### src/sv/rsp_pkg.sv
// Shared widths, constants and register indexes of the radial sine pattern generator.
package rsp_pkg;

  localparam int unsigned COORD_W     = 12;
  localparam int unsigned DIM_W       = 13;
  localparam int unsigned FREQ_W      = 16;
  localparam int unsigned INTENS_W    = 8;
  localparam int unsigned CFG_IDX_W   = 2;
  localparam int unsigned CFG_DATA_W  = 16;

  // Radicand is (x*x + y*y) << 16, padded to an even width for the root.
  localparam int unsigned SUM_W       = 2 * COORD_W + 1;
  localparam int unsigned RAD_IN_W    = SUM_W + 17;
  localparam int unsigned ROOT_W      = RAD_IN_W / 2;
  localparam int unsigned PROD_W      = FREQ_W + ROOT_W;

  localparam int unsigned MAX_DIM_DEF    = 4096;
  localparam int unsigned PHASE_BITS_DEF = 16;

  localparam int unsigned Q_W         = 31;
  localparam logic [Q_W-1:0] ONE_Q30  = 31'h4000_0000;
  localparam logic [Q_W-1:0] C1_Q30   = 31'd1686629713;
  localparam logic [Q_W-1:0] C3_Q30   = 31'd693598672;
  localparam logic [Q_W-1:0] C5_Q30   = 31'd85569278;
  localparam logic [Q_W-1:0] C7_Q30   = 31'd5026990;
  localparam logic [Q_W-1:0] C9_Q30   = 31'd172273;

  localparam logic [CFG_IDX_W-1:0] CFG_FRAME_WIDTH    = 2'd0;
  localparam logic [CFG_IDX_W-1:0] CFG_FRAME_HEIGHT   = 2'd1;
  localparam logic [CFG_IDX_W-1:0] CFG_RING_FREQUENCY = 2'd2;

  localparam logic [DIM_W-1:0]  FRAME_DIM_RST = 13'd512;
  localparam logic [FREQ_W-1:0] FREQ_RST      = 16'd256;

endpackage

### src/sv/rsp_sqrt.sv
// Pipelined restoring integer square root, one result bit per stage.
module rsp_sqrt (
  input  logic                        clk,
  input  logic                        rst_n,
  input  logic                        in_vld,
  input  logic [rsp_pkg::RAD_IN_W-1:0] in_val,
  output logic                        out_vld,
  output logic [rsp_pkg::ROOT_W-1:0]  out_root
);
  import rsp_pkg::*;

  localparam int unsigned RW = ROOT_W;
  localparam int unsigned VW = RAD_IN_W;

  logic [RW+1:0] rem_r  [1:RW];
  logic [RW-1:0] root_r [1:RW];
  logic [VW-1:0] val_r  [1:RW];
  logic          vld_r  [1:RW];

  for (genvar i = 0; i < RW; i++) begin : g_stage
    logic [RW+1:0] rem_in;
    logic [RW-1:0] root_in;
    logic [VW-1:0] val_in;
    logic          vld_in;
    logic [RW+1:0] rin;
    logic [RW+1:0] trial;

    if (i == 0) begin : g_first
      assign rem_in  = '0;
      assign root_in = '0;
      assign val_in  = in_val;
      assign vld_in  = in_vld;
    end else begin : g_next
      assign rem_in  = rem_r[i];
      assign root_in = root_r[i];
      assign val_in  = val_r[i];
      assign vld_in  = vld_r[i];
    end

    assign rin   = {rem_in[RW-1:0], val_in[VW-1-2*i -: 2]};
    assign trial = {root_in, 2'b01};

    always_ff @(posedge clk) begin
      if (!rst_n) begin
        vld_r[i+1] <= 1'b0;
      end else begin
        vld_r[i+1] <= vld_in;
      end
    end

    always_ff @(posedge clk) begin
      val_r[i+1] <= val_in;
      if (rin >= trial) begin
        rem_r[i+1]  <= rin - trial;
        root_r[i+1] <= {root_in[RW-2:0], 1'b1};
      end else begin
        rem_r[i+1]  <= rin;
        root_r[i+1] <= {root_in[RW-2:0], 1'b0};
      end
    end
  end

  assign out_vld  = vld_r[RW];
  assign out_root = root_r[RW];

endmodule

### config.mk
export PLATFORM = sky130hd
export DESIGN_NAME = rsp_sqrt
export DESIGN_NICKNAME = d
export VERILOG_FILES = /design/src/sv/rsp_pkg.sv /design/src/sv/rsp_sqrt.sv
export SDC_FILE = /design/constraint.sdc
export NUM_CORES = 1
export LEC_CHECK = 0
export ABC_AREA = 1
export BUFFER_PORTS_ARGS = -buffer_cell sky130_fd_sc_hd__buf_2
export CAP_MARGIN = 40
export CORE_MARGIN = 4
export CORE_UTILIZATION = 37
export DETAILED_ROUTE_END_ITERATION = 10
export PLACE_DENSITY_LB_ADDON = 0.3
export SLEW_MARGIN = 20
export SYNTH_ARGS = -nofsm -noshare
export SYNTH_HDL_FRONTEND = slang
export SYNTH_SLANG_ARGS = --single-unit
### constraint.sdc
create_clock -name clk -period 2 [get_ports clk]
set_input_delay 0.3 -clock clk [delete_from_list [all_inputs] [get_ports clk]]
set_output_delay 0.3 -clock clk [all_outputs]
set_load 0.01 [all_outputs]
# After elaboration in Yosys (flattened, before gate mapping)
# Memories as Yosys holds them, arrays and structs flattened.
# Index checks and enable logic that the tools add are counted.
[word_totals]
n_memories = 4
elab_cells = 237
out_inout_bits = 22
ff_bits = 0
ramBits = 1827
[memory_table]
columns = ["memory", "depth", "width", "rd", "rd_ports_with_merged_regs", "wr", "line", "source"]
rows = [
  ["val_r", 21, 42, 20, 0, 21, "rsp_sqrt.sv:17", "logic [VW-1:0] val_r [1:RW];"],
  ["rem_r", 21, 23, 20, 0, 21, "rsp_sqrt.sv:15", "logic [RW+1:0] rem_r [1:RW];"],
  ["root_r", 21, 21, 21, 0, 21, "rsp_sqrt.sv:16", "logic [RW-1:0] root_r [1:RW];"],
  ["vld_r", 21, 1, 21, 0, 21, "rsp_sqrt.sv:18", "logic vld_r [1:RW];"],
]
[op_classes]
addsub = 21
mux = 128
bitwise_logic = 63
order_cmp = 21
[ops]
columns = ["operator", "n"]
rows = [
  ["$mux 23", 21],
  ["$ge 23x23->1", 20],
  ["$sub 23x23->23", 20],
  ["$mux 21", 21],
  ["$mux 1", 86],
  ["$or 1x1->1", 63],
  ["$sub 2x1->3 const B", 1],
  ["$ge 2x1->1 const B", 1],
]

# Longest topological paths before layout
# An unclocked memory read counts as a cell.
[depth]
ltp_word = 5
depth_mapped = 15

# Worst setup path before layout
# OpenSTA, ideal clock, no wires.
[synth_path]
kind = "reg-to-reg"
start = "reg, netlist name root_r[0][21]"
end = "reg, netlist name rem_r[0][63]"
arrival_ns = 1.642
stages_incl_launch_ff = 10
slack_ns = 0.228
synth_period_minus_slack_ns = 1.772
path_cell_list = "dfxtp_1 -> inv_1 -> ha_1 -> a21oi_1 -> nand2_1 -> inv_1 -> ha_1 -> and2_1 -> clkbuf_1 -> o21ai_0"

==> results.sh <==
export IMPL_status="complete, no violations"
export IMPL_cp_max_fo=5
export IMPL_rsz0062_at_grt="yes"
export IMPL_start_util=0.3724
export IMPL_fp_dieW_um=358.2
export IMPL_syn_cell_area_um2=45380
export IMPL_synth_most_common_cell="nand2_1"
export IMPL_gp_congestion=0.8974
export IMPL_vias=37750
export IMPL_synth_distinct_cells=54
export IMPL_grt_overflow_total=0
export IMPL_syn_to_final_growth_pct=27.21
export IMPL_required_ps=2640
export IMPL_powerDensity_nw_per_um2=1253
export IMPL_gr_usage_all_layers=0.1775
export IMPL_synth_ff_type="dfxtp_1"
export IMPL_ys_ff_latch=1066
export IMPL_clock_sinks=1066
export IMPL_antenna_found_initial=1
export IMPL_cts_inserted_buffers=111
export IMPL_fp_row_count=128
export IMPL_num_fill_cells=11950
export IMPL_start_kind="register"
export IMPL_first_pass_iters=6
export IMPL_ys_warn_count=0
export IMPL_core_um2=121900
export IMPL_r2r_cells=12
export IMPL_antenna_cells=0
export IMPL_ir_drop_mv=0.8356
export IMPL_period_minus_slack_ps=1940
export IMPL_clk_root_buffer_cell="clkbuf_16"
export IMPL_io_buffers=66
export IMPL_htree_num_levels=3
export IMPL_synth_area_top_cells="dfxtp_1 47%, nand2_1 16%, inv_1 7.4%, ha_1 7.0%, nor2_1 4.0%"
export IMPL_finalSetupViolCount=0
export IMPL_grt_pass1_vias=36430
export IMPL_final_cells=8286
export IMPL_drc=0
export IMPL_avgRoutedWirePerCell_um=14.17
export IMPL_hold_violations=0
export IMPL_rrSetupSlack_ps=60
export IMPL_post_route_util=0.4737
export IMPL_drive_gt1_frac=0.1971
export IMPL_fmax_mhz=515.5
export IMPL_place_inst=7993
export IMPL_routed_wirelength_um=117400
export IMPL_power_leakage_uw=0.02927
export IMPL_clock_path_buffers=3
export IMPL_relSlewSlack=0.6388
export IMPL_clk_pin_slew_ps=60
export IMPL_synthesis_nets=6263
export IMPL_r2r_end="rem_r[0][466]"
export IMPL_synthCells=5965
export IMPL_min_from="in_val[11]"
export IMPL_synth_top_area_frac=0.4703
export IMPL_finClkSkew_ps=78.63
export IMPL_max_cap_violations=0
export IMPL_dp_hpwl_um=91640
export IMPL_dieArea_um2=128300
export IMPL_ios=67
export IMPL_grt_max_degree=27
export IMPL_power_uw=72340
export IMPL_ys_seq_area_frac=0.4703
export IMPL_drt_iter0_markers=2162
export IMPL_cp_end_kind="register"
export IMPL_fp_dieH_um=358.2
export IMPL_cts_tree="built"
export IMPL_final_nets=6864
export IMPL_grt_pass1_wl_um=184400
export IMPL_ys_async_sr_fraction=0
export IMPL_arrival_ps=2580
export IMPL_holdPathEnd="val_r[0][53]"
export IMPL_synth_edf_count=0
export IMPL_clock_latency_ps=740
export IMPL_worstHoldPathCells=2
export IMPL_synth_common_cells="1,914 x nand2_1, 1,066 x dfxtp_1, 893 x inv_1"
export IMPL_synth_area_per_cell_um2=7.608
export IMPL_slew_viol_final=0
export IMPL_yosysTopAreaCell="dfxtp_1"
export IMPL_post_route_period_util=0.9700
export IMPL_antenna_left=0
export IMPL_r2r_start="root_r[2][70]"
export IMPL_hp_class="input pin to register"
export IMPL_worst_pin_slew_ps=536.1
export IMPL_drt_vias_per_instance=4.556
export IMPL_crit_type="register to register"
-- repair_timing --
action,CTS,global route
gates resized for setup,56,464
gates cloned,1,7
buffers inserted,12,19
pin swaps,8,54
hold endpoints to repair,64,0
hold buffers,46,0
setup endpoints to repair,160,367
-- layout make-up --
| type | count | area, um^2 | share of cell area |
|---|---|---|---|
| well taps | 1625 | 2033 | 0.03522 |
| repair buffers | 534 | 4252 | 0.07365 |
| repair inverters | 3 | 26.28 | 0.0004551 |
| clock buffers | 143 | 3108 | 0.05384 |
| multi-input cells | 3915 | 22450 | 0.3889 |
| clock inverters | 65 | 862.1 | 0.01493 |
| flip-flops and latches | 1066 | 21440 | 0.3714 |
| inverters | 935 | 3555 | 0.06157 |
-- worst max-delay path: stages (launching register included) --
cell,delay [ps]
dfxtp_2,350
inv_1,50
ha_1,310
nand2_1,120
nor2_4,180
nand2_1,90
nor2_1,90
nand2_1,60
nand4_1,90
buf_4,160
buf_4,160
nand2_1,60
o21ai_1,130
-- where the power goes --
group	leakage, uW	switching (uW)	total, uW	internal [uW]
Sequential	0.00890	3600	28700	25100
Clock	0.00192	8810	21600	12800
Combinational	0.0184	12400	22000	9550
Total	0.0293	24800	72300	47500
-- worst max path at each step --
stage	startpoint	to	slack [ps]	depth (start not counted)
after floorplan	root_r[0][21]	rem_r[0][63]	230	9
after global placement	root_r[0][147]	rem_r[0][190]	-120	11
after detailed placement	root_r[1][161]	rem_r[0][377]	-180	11
after CTS	root_r[0][87]	rem_r[0][135]	-20	11
after global routing	root_r[2][63]	rem_r[0][466]	-50	14
final	root_r[2][70]	rem_r[0][466]	60	12
-- stage by stage --
stage	hold slack [ps]	TNS [ps]	area, um^2	setup slack [ps]
final	197.1	0	57730	60.04
after global routing	172.5	-316.7	57730	-51.11
after CTS	134.8	-34.39	55180	-23.01
after detailed placement	312.1	-7408	50390	-183.0
after global placement	309.7	-5217	50390	-123.2
after floorplan	309.6	0	45380	228.0
-- per-layer routing --
metal | track usage | up-vias | part of all wire
met3 | 0.02572 | 165 | 0.040
met2 | 0.3057 | 690 | 0.47
met5 | 0 | - | 0
met1 | 0.2313 | 17120 | 0.46
li1 | - | 19780 | -
met4 | 0.05118 | 0 | 0.025
-- cell usage in the layout (no fill, tap or decap), drive strengths merged --
cell and count:
o21a 3, ha 253, conb 1, bufinv 13, and3 7, or2 8
and2 9, o311ai 1, xor2 92, nand4 72, a21boi 3, nand3 339
nor3b 2, dlygate4sd3 46, inv 947, o21bai 22, clkinv 33, buf 487
o211ai 5, o21ai 166, a21oi 244, dfxtp 1066, nand3b 73, nor4 9
clkbuf 144, nor3 59, nor2 530, xnor2 65, a21o 4, a211oi 2
o2111ai 1, nand2 1945, clkinvlp 10
-- sequential cells by signal, indices dropped and copies added (netlist names) --
name    cells
val_r     420
rem_r     394
root_r    231
vld_r      21
-- kinds of logic after synthesis --
group,after synthesis,synth area share
compound gates,451,0.05875
xor+xnor,157,0.03030
fa+ha+maj,253,0.06975
buf+inv,985,0.08693
flops,1066,0.4703
other cells,1,0.00008263
simple gates,3052,0.2839
Power figures use the tool's default switching activity.
