==> src/sv/rsp_pkg.sv <==
// Shared widths, constants and register indexes of the radial sine pattern generator.
package rsp_pkg;

  localparam int unsigned COORD_W     = 12;
  localparam int unsigned DIM_W       = 13;
  localparam int unsigned FREQ_W      = 16;
  localparam int unsigned INTENS_W    = 8;
  localparam int unsigned CFG_IDX_W   = 2;
  localparam int unsigned CFG_DATA_W  = 16;

  // Radicand is (x*x + y*y) << 16, padded to an even width for the root.
  localparam int unsigned SUM_W       = 2 * COORD_W + 1;
  localparam int unsigned RAD_IN_W    = SUM_W + 17;
  localparam int unsigned ROOT_W      = RAD_IN_W / 2;
  localparam int unsigned PROD_W      = FREQ_W + ROOT_W;

  localparam int unsigned MAX_DIM_DEF    = 4096;
  localparam int unsigned PHASE_BITS_DEF = 16;

  localparam int unsigned Q_W         = 31;
  localparam logic [Q_W-1:0] ONE_Q30  = 31'h4000_0000;
  localparam logic [Q_W-1:0] C1_Q30   = 31'd1686629713;
  localparam logic [Q_W-1:0] C3_Q30   = 31'd693598672;
  localparam logic [Q_W-1:0] C5_Q30   = 31'd85569278;
  localparam logic [Q_W-1:0] C7_Q30   = 31'd5026990;
  localparam logic [Q_W-1:0] C9_Q30   = 31'd172273;

  localparam logic [CFG_IDX_W-1:0] CFG_FRAME_WIDTH    = 2'd0;
  localparam logic [CFG_IDX_W-1:0] CFG_FRAME_HEIGHT   = 2'd1;
  localparam logic [CFG_IDX_W-1:0] CFG_RING_FREQUENCY = 2'd2;

  localparam logic [DIM_W-1:0]  FRAME_DIM_RST = 13'd512;
  localparam logic [FREQ_W-1:0] FREQ_RST      = 16'd256;

endpackage

==> src/sv/rsp_div.sv <==
// Pipelined restoring divider by the radius normaliser, one quotient bit per stage.
module rsp_div #(
  parameter int unsigned MAX_DIM    = rsp_pkg::MAX_DIM_DEF,
  parameter int unsigned PHASE_BITS = rsp_pkg::PHASE_BITS_DEF,
  localparam int unsigned NW        = $clog2(MAX_DIM + 1)
) (
  input  logic                      clk,
  input  logic                      rst_n,
  input  logic                      in_vld,
  input  logic [rsp_pkg::PROD_W-1:0] in_prod,
  input  logic [NW-1:0]             norm,
  output logic                      out_vld,
  output logic [PHASE_BITS-1:0]     out_phase
);
  import rsp_pkg::*;

  localparam int unsigned DW = PROD_W + PHASE_BITS - 16;

  logic [DW-1:0] dvd;

  // Phase = floor(prod * 2^PHASE_BITS / 2^16 / n), kept modulo one turn.
  if (PHASE_BITS >= 16) begin : g_up
    assign dvd = DW'(in_prod) << (PHASE_BITS - 16);
  end else begin : g_down
    assign dvd = in_prod[PROD_W-1 -: DW];
  end

  logic [NW-1:0]         rem_r [1:DW];
  logic [PHASE_BITS-1:0] q_r   [1:DW];
  logic [DW-1:0]         d_r   [1:DW];
  logic                  vld_r [1:DW];

  for (genvar i = 0; i < DW; i++) begin : g_stage
    logic [NW-1:0]         rem_in;
    logic [PHASE_BITS-1:0] q_in;
    logic [DW-1:0]         d_in;
    logic                  vld_in;
    logic [NW:0]           rin;

    if (i == 0) begin : g_first
      assign rem_in = '0;
      assign q_in   = '0;
      assign d_in   = dvd;
      assign vld_in = in_vld;
    end else begin : g_next
      assign rem_in = rem_r[i];
      assign q_in   = q_r[i];
      assign d_in   = d_r[i];
      assign vld_in = vld_r[i];
    end

    assign rin = {rem_in, d_in[DW-1-i]};

    always_ff @(posedge clk) begin
      if (!rst_n) begin
        vld_r[i+1] <= 1'b0;
      end else begin
        vld_r[i+1] <= vld_in;
      end
    end

    always_ff @(posedge clk) begin
      d_r[i+1] <= d_in;
      if (rin >= {1'b0, norm}) begin
        rem_r[i+1] <= NW'(rin - {1'b0, norm});
        q_r[i+1]   <= {q_in[PHASE_BITS-2:0], 1'b1};
      end else begin
        rem_r[i+1] <= rin[NW-1:0];
        q_r[i+1]   <= {q_in[PHASE_BITS-2:0], 1'b0};
      end
    end
  end

  assign out_vld   = vld_r[DW];
  assign out_phase = q_r[DW];

endmodule

==> config.mk <==
export PLATFORM = sky130hd
export DESIGN_NAME = rsp_div
export DESIGN_NICKNAME = d
export VERILOG_FILES = /design/src/sv/rsp_pkg.sv /design/src/sv/rsp_div.sv
export SDC_FILE = /design/constraint.sdc
export NUM_CORES = 2
export LEC_CHECK = 0
export BUFFER_PORTS_ARGS = -buffer_cell sky130_fd_sc_hd__buf_2
export CAP_MARGIN = 20
export CORE_MARGIN = 8
export CORE_UTILIZATION = 43
export DETAILED_ROUTE_END_ITERATION = 7
export GPL_TIMING_DRIVEN = 0
export PLACE_DENSITY = 0.65
export SLEW_MARGIN = 20
export SYNTH_ARGS = -nofsm -noshare
export SYNTH_HDL_FRONTEND = slang
export SYNTH_SLANG_ARGS = --single-unit
==> constraint.sdc <==
create_clock -name clk -period 4.5 [get_ports clk]
set_input_delay 0.9 -clock clk [delete_from_list [all_inputs] [get_ports clk]]
set_output_delay 0.9 -clock clk [all_outputs]
set_load 0.005 [all_outputs]
* Yosys cells after proc, flatten, opt, wreduce, memory -nomap -nowiden
Memory sizes are Yosys's and may differ from the RTL's.
Cells that the tools add are included.
W data, S select, Z words.
** Operators by class
- Add/sub/neg operators :: 37
- Multiplexer cells :: 224
- Bitwise gates (word level) :: 111
- $lt $le $gt $ge :: 37
** Operators by type and width (number)
- $mux W16 :: 37
- $ge A14 B13 Y1 :: 36
- $mux W13 :: 37
- $sub A13 B13 Y13 :: 36
- $mux W1 :: 150
- $or A1 B1 Y1 :: 111
- $ge A1 B13 Y1 :: 1
- $sub A1 B13 Y13 :: 1
** Storage, ports and cells
- Memories :: 4
- Input port bits :: 53
- RAM bits :: 2479
- Register bits :: 0
- Output and inout port bits :: 17
** Memory list
- d_r :: words 37, width 37, rd ports 36, clocked after memory_dff 0, wr ports 37, line rsp_div.sv:30 : logic [DW-1:0] d_r [1:DW];
- q_r :: words 37, width 16, rd ports 37, clocked after memory_dff 0, wr ports 37, line rsp_div.sv:29 : logic [PHASE_BITS-1:0] q_r [1:DW];
- rem_r :: words 37, width 13, rd ports 36, clocked after memory_dff 0, wr ports 37, line rsp_div.sv:28 : logic [NW-1:0] rem_r [1:DW];
- vld_r :: words 37, width 1, rd ports 37, clocked after memory_dff 0, wr ports 37, line rsp_div.sv:31 : logic vld_r [1:DW];

* Longest topological paths before layout
An unclocked memory read counts as a cell.
- Depth in word-level cells :: 5
- Mapped depth :: 12
- Gate-level depth less buffers :: 10

* Least setup slack after synthesis
OpenSTA, ideal clock, no wires.
- Path kind :: input to register
- Start :: in norm[2]
- End :: reg rem_r[0][56] (netlist name)
- Setup slack :: 0.421 ns
- Setup time :: 0.121 ns
- Stages on the path :: 10
- Data required time :: 4.379 ns
- Buffers on the path :: 1
- Arrival time :: 3.957 ns
- Path through :: inv_1 ha_1 and2b_1 o31a_2 o211a_1 o311ai_1 a21oi_1 a2111o_1 buf_6 mux2_4
** RTL lines
- start: declaration :: line rsp_div.sv:11 : input logic [NW-1:0] norm,

==> results.md <==
* Hold-critical path depth at 1
* Leakage at 26.1 nW
* Root Buffer: clkbuf_16
* Post-synth ARST share at 0%
* R2R depth at 11
* Post-synthesis cell area at 53200 um2
* Crit path max-delay cell type: a211oi_1
* Worst setup path end: rem_r[2][62]$_DFF_P_
* DR vias/cell at 5.21
* Setup Viol. Count Final at 0
* Synthesis Warnings at 0
* Peak per-stage delay on the critical path at 0.62 ns
* Iter 0 DRT Violations at 1951
* PwrDens at 748 nW/um2
* Max Clock Freq at 249 MHz
* Area contributors post-synth: dfxtp_1, ha_1, mux2_2
* Antenna-violating nets left at 0
* First-pass GRT wire length at 172000 um
* Crit end category: flip-flop
* Initial antenna violation count at 1
* Pre-Repair DR Iteration Count at 6
* GRT overflow at 0
* Syn Area/Cell at 10.8 um2
* Sequential Area at 26200 um2
* Max-Cap Viols at 0
* Post-synth cell types at 74
* Period minus WS final at 4.02 ns
* GR Util All Layers at 15.1%
* Vias in the first global route at 35.2k
* Seq/Total Area, Yosys at 49.2%
* Fillers at 11.1k
* Post-synth EDFFs at 0
* CTS tree: yes
* Worst Path Class, Setup: in -> reg
* Worst flop-to-flop path startpoint: d_r[0][720]$_DFF_P_
* Most used cell, CP: o21ai_0
* Commonest cells after routing, fill and taps aside: dfxtp_1, ha_1, a21oi_1, mux2_2, nand2_1
* CTS clk-pin slew, worst paths at 0.06 ns
* PortBufs at 69
* Die W at 368 um
* Final Util at 49.3%
* Worst skew pair latency at 0.76 ns
* Final HPWL from detailed placement at 72500 um
* Hold-fix buffers, CTS at 0
* Syn_nets at 5472
* Worst Hold Class: in -> reg
* Setup TNS Final at 0 ns
* Die H at 368 um
* Top_reg_cell synth: dfxtp_1
* Max VDD drop at 0.000473 V
* Outcome: completed
* Cells after Synth at 4914
* Reg2Reg Capture Point: rem_r[2][62]$_DFF_P_
* CP arrival at 4.65 ns
* H-tree levels at 4
* CP max FO at 24
* Initial Utilization at 43.2%
* DRT Wirelength at 104000 um
* P&R area growth vs syn at 14.3%
* Worst slew pin tran at 1.01 ns
* Post-CTS Setup Bufs at 0
* Synth area leader: dfxtp_1
* Area of the multi-input gates at 25900 um2
* Pin count of the biggest net entering global routing at 36
* N_diodes at 0
* Final worst path period share at 89.4%
* GP Congestion at 0.872
* CORE AREA at 123000 um2
* Design Power at 45.5 mW
* FF+latch count, synth at 1307
* Nets at 5697
* Max clock buf depth at 3
* CTS sink cnt at 1307
* Layout cells sized above 1 at 13.4%
* DR WL/cell at 15.1 um
* Post-CTS sizing at 0
* Leading cell type in the layout, fill and taps excluded: dfxtp_1
* Die ar. at 135000 um2
* Worst-path cell chain: buf_2 -> inv_4 -> buf_12 -> ha_1 -> nor2b_1 -> o21ai_0 -> a21boi_0 -> a211oi_1 -> o21ai_0 -> a41oi_1 -> buf_4 -> mux2_2
* RSZ-0062 raised after global routing: no
* CTS buffer count at 140
* Vias at 35.9k
* Final slew viol count at 0
* Ports at 70
* R2r setup slk at 1.00 ns
* Worst slew margin relative to its limit at 32.7%
* Residual DRC at 0
* Crit path from: norm[2]
* Clk_skew at 0.0363 ns
* Startpoint Class: primary input
* Cell row count at 129
* Yosys top cell area share at 49.2%
* Critical Path RT at 5.13 ns
* Hold Fails Final Rpt at 0
==> cell families (layout without fill, tap and decap cells) <==
group / count (synthesis) / in the layout / share of synthesized area [%]
flops: 1307 / 1307 / 49.2
simple gates: 1093 / 1093 / 10.6
compound gates: 1049 / 1049 / 12.6
fa+ha+maj: 505 / 505 / 12.4
mux: 410 / 410 / 8.54
xor+xnor: 280 / 280 / 4.61
buf+inv: 270 / 608 / 1.99
==> report_power, final <==
group          internal (mW)  switching [mW]  total, mW  leakage (nW)
Sequential              14.4            1.19       15.6          11.0
Clock                   6.84            4.82       11.7          2.32
Combinational           8.91            9.30       18.2          12.8
Total                   30.2            15.3       45.5          26.1
==> through the flow <==
stage	instance area (um2)	cells	worst slack [ns]	hold WS, ns
after floorplan	53200	4914	0.421	0.310
after global placement	55500	6620	-3.33	0.310
after detailed placement	55900	6634	-0.254	0.312
after CTS	60800	6889	0.529	0.159
after global routing	60800	6889	0.352	0.170
final	60800	6889	0.477	0.231
==> state kept, by name, summed over array words and instances, names as in the netlist <==
register / flops
d_r: 666
q_r: 136
vld_r: 37
rem_r: 468
==> synth_stat cells (13+ instances only) <==
cell type,count
a21o_1,101
nand3_1,100
nor3b_1,13
nor4b_1,14
a31oi_1,43
o311ai_0,14
o311a_1,13
or2_2,19
nor4_1,28
or3_1,18
nor3_1,78
nand2_1,247
nand3b_1,13
o21a_1,62
and2_1,38
a21oi_1,327
nand4b_1,31
clkbuf_1,47
inv_1,193
nor2_1,244
dfxtp_1,1307
buf_2,21
fa_1,35
a211o_1,30
ha_1,470
o21bai_1,19
xnor2_1,197
and3_1,13
xor2_1,83
o31ai_1,19
a211oi_1,50
o211ai_1,18
nand2b_1,51
mux2i_1,84
or4_1,18
o21ai_0,224
nand4_1,68
o31a_1,34
o2111ai_1,14
nor2b_1,73
mux2_2,318
==> cell type report <==
type | instances | share of cell area (%)
Multi-Input combinational cell | 3337 | 42.7
Buffer | 77 | 0.550
Clock inverter | 73 | 1.70
Inverter | 193 | 1.24
Sequential cell | 1307 | 43.1
Tap cell | 1637 | 3.37
Timing Repair Buffer | 83 | 1.11
Clock buffer | 182 | 6.30
==> critical path: cells and delay by family <==
kind	cells	cell delay, ns
compound gates	5	1.88
fa+ha+maj	1	0.32
mux	1	0.35
simple gates	1	0.15
buf+inv	4	0.99
==> worst min path at each step <==
stage	start	endpoint
global placement	q_r[8][60]$_DFF_P_	q_r[9][13]$_DFF_P_
finish	in_prod[10]	d_r[0][47]$_DFF_P_
global route	in_prod[9]	d_r[0][46]$_DFF_P_
CTS	in_prod[10]	d_r[0][47]$_DFF_P_
detailed placement	d_r[0][65]$_DFF_P_	d_r[0][102]$_DFF_P_
floorplan	d_r[0][963]$_DFF_P_	d_r[0][1000]$_DFF_P_
==> per-layer routing <==
metal  vias up  track usage (%)  share of wire, %
met5         -                0                 0
met2       720             25.0                46
met3       218             2.87               4.6
met1     16700             19.6                47
li1      18200                -                 -
met4         0             5.39               2.7
No activity file was read; power rests on OpenSTA's default activity.
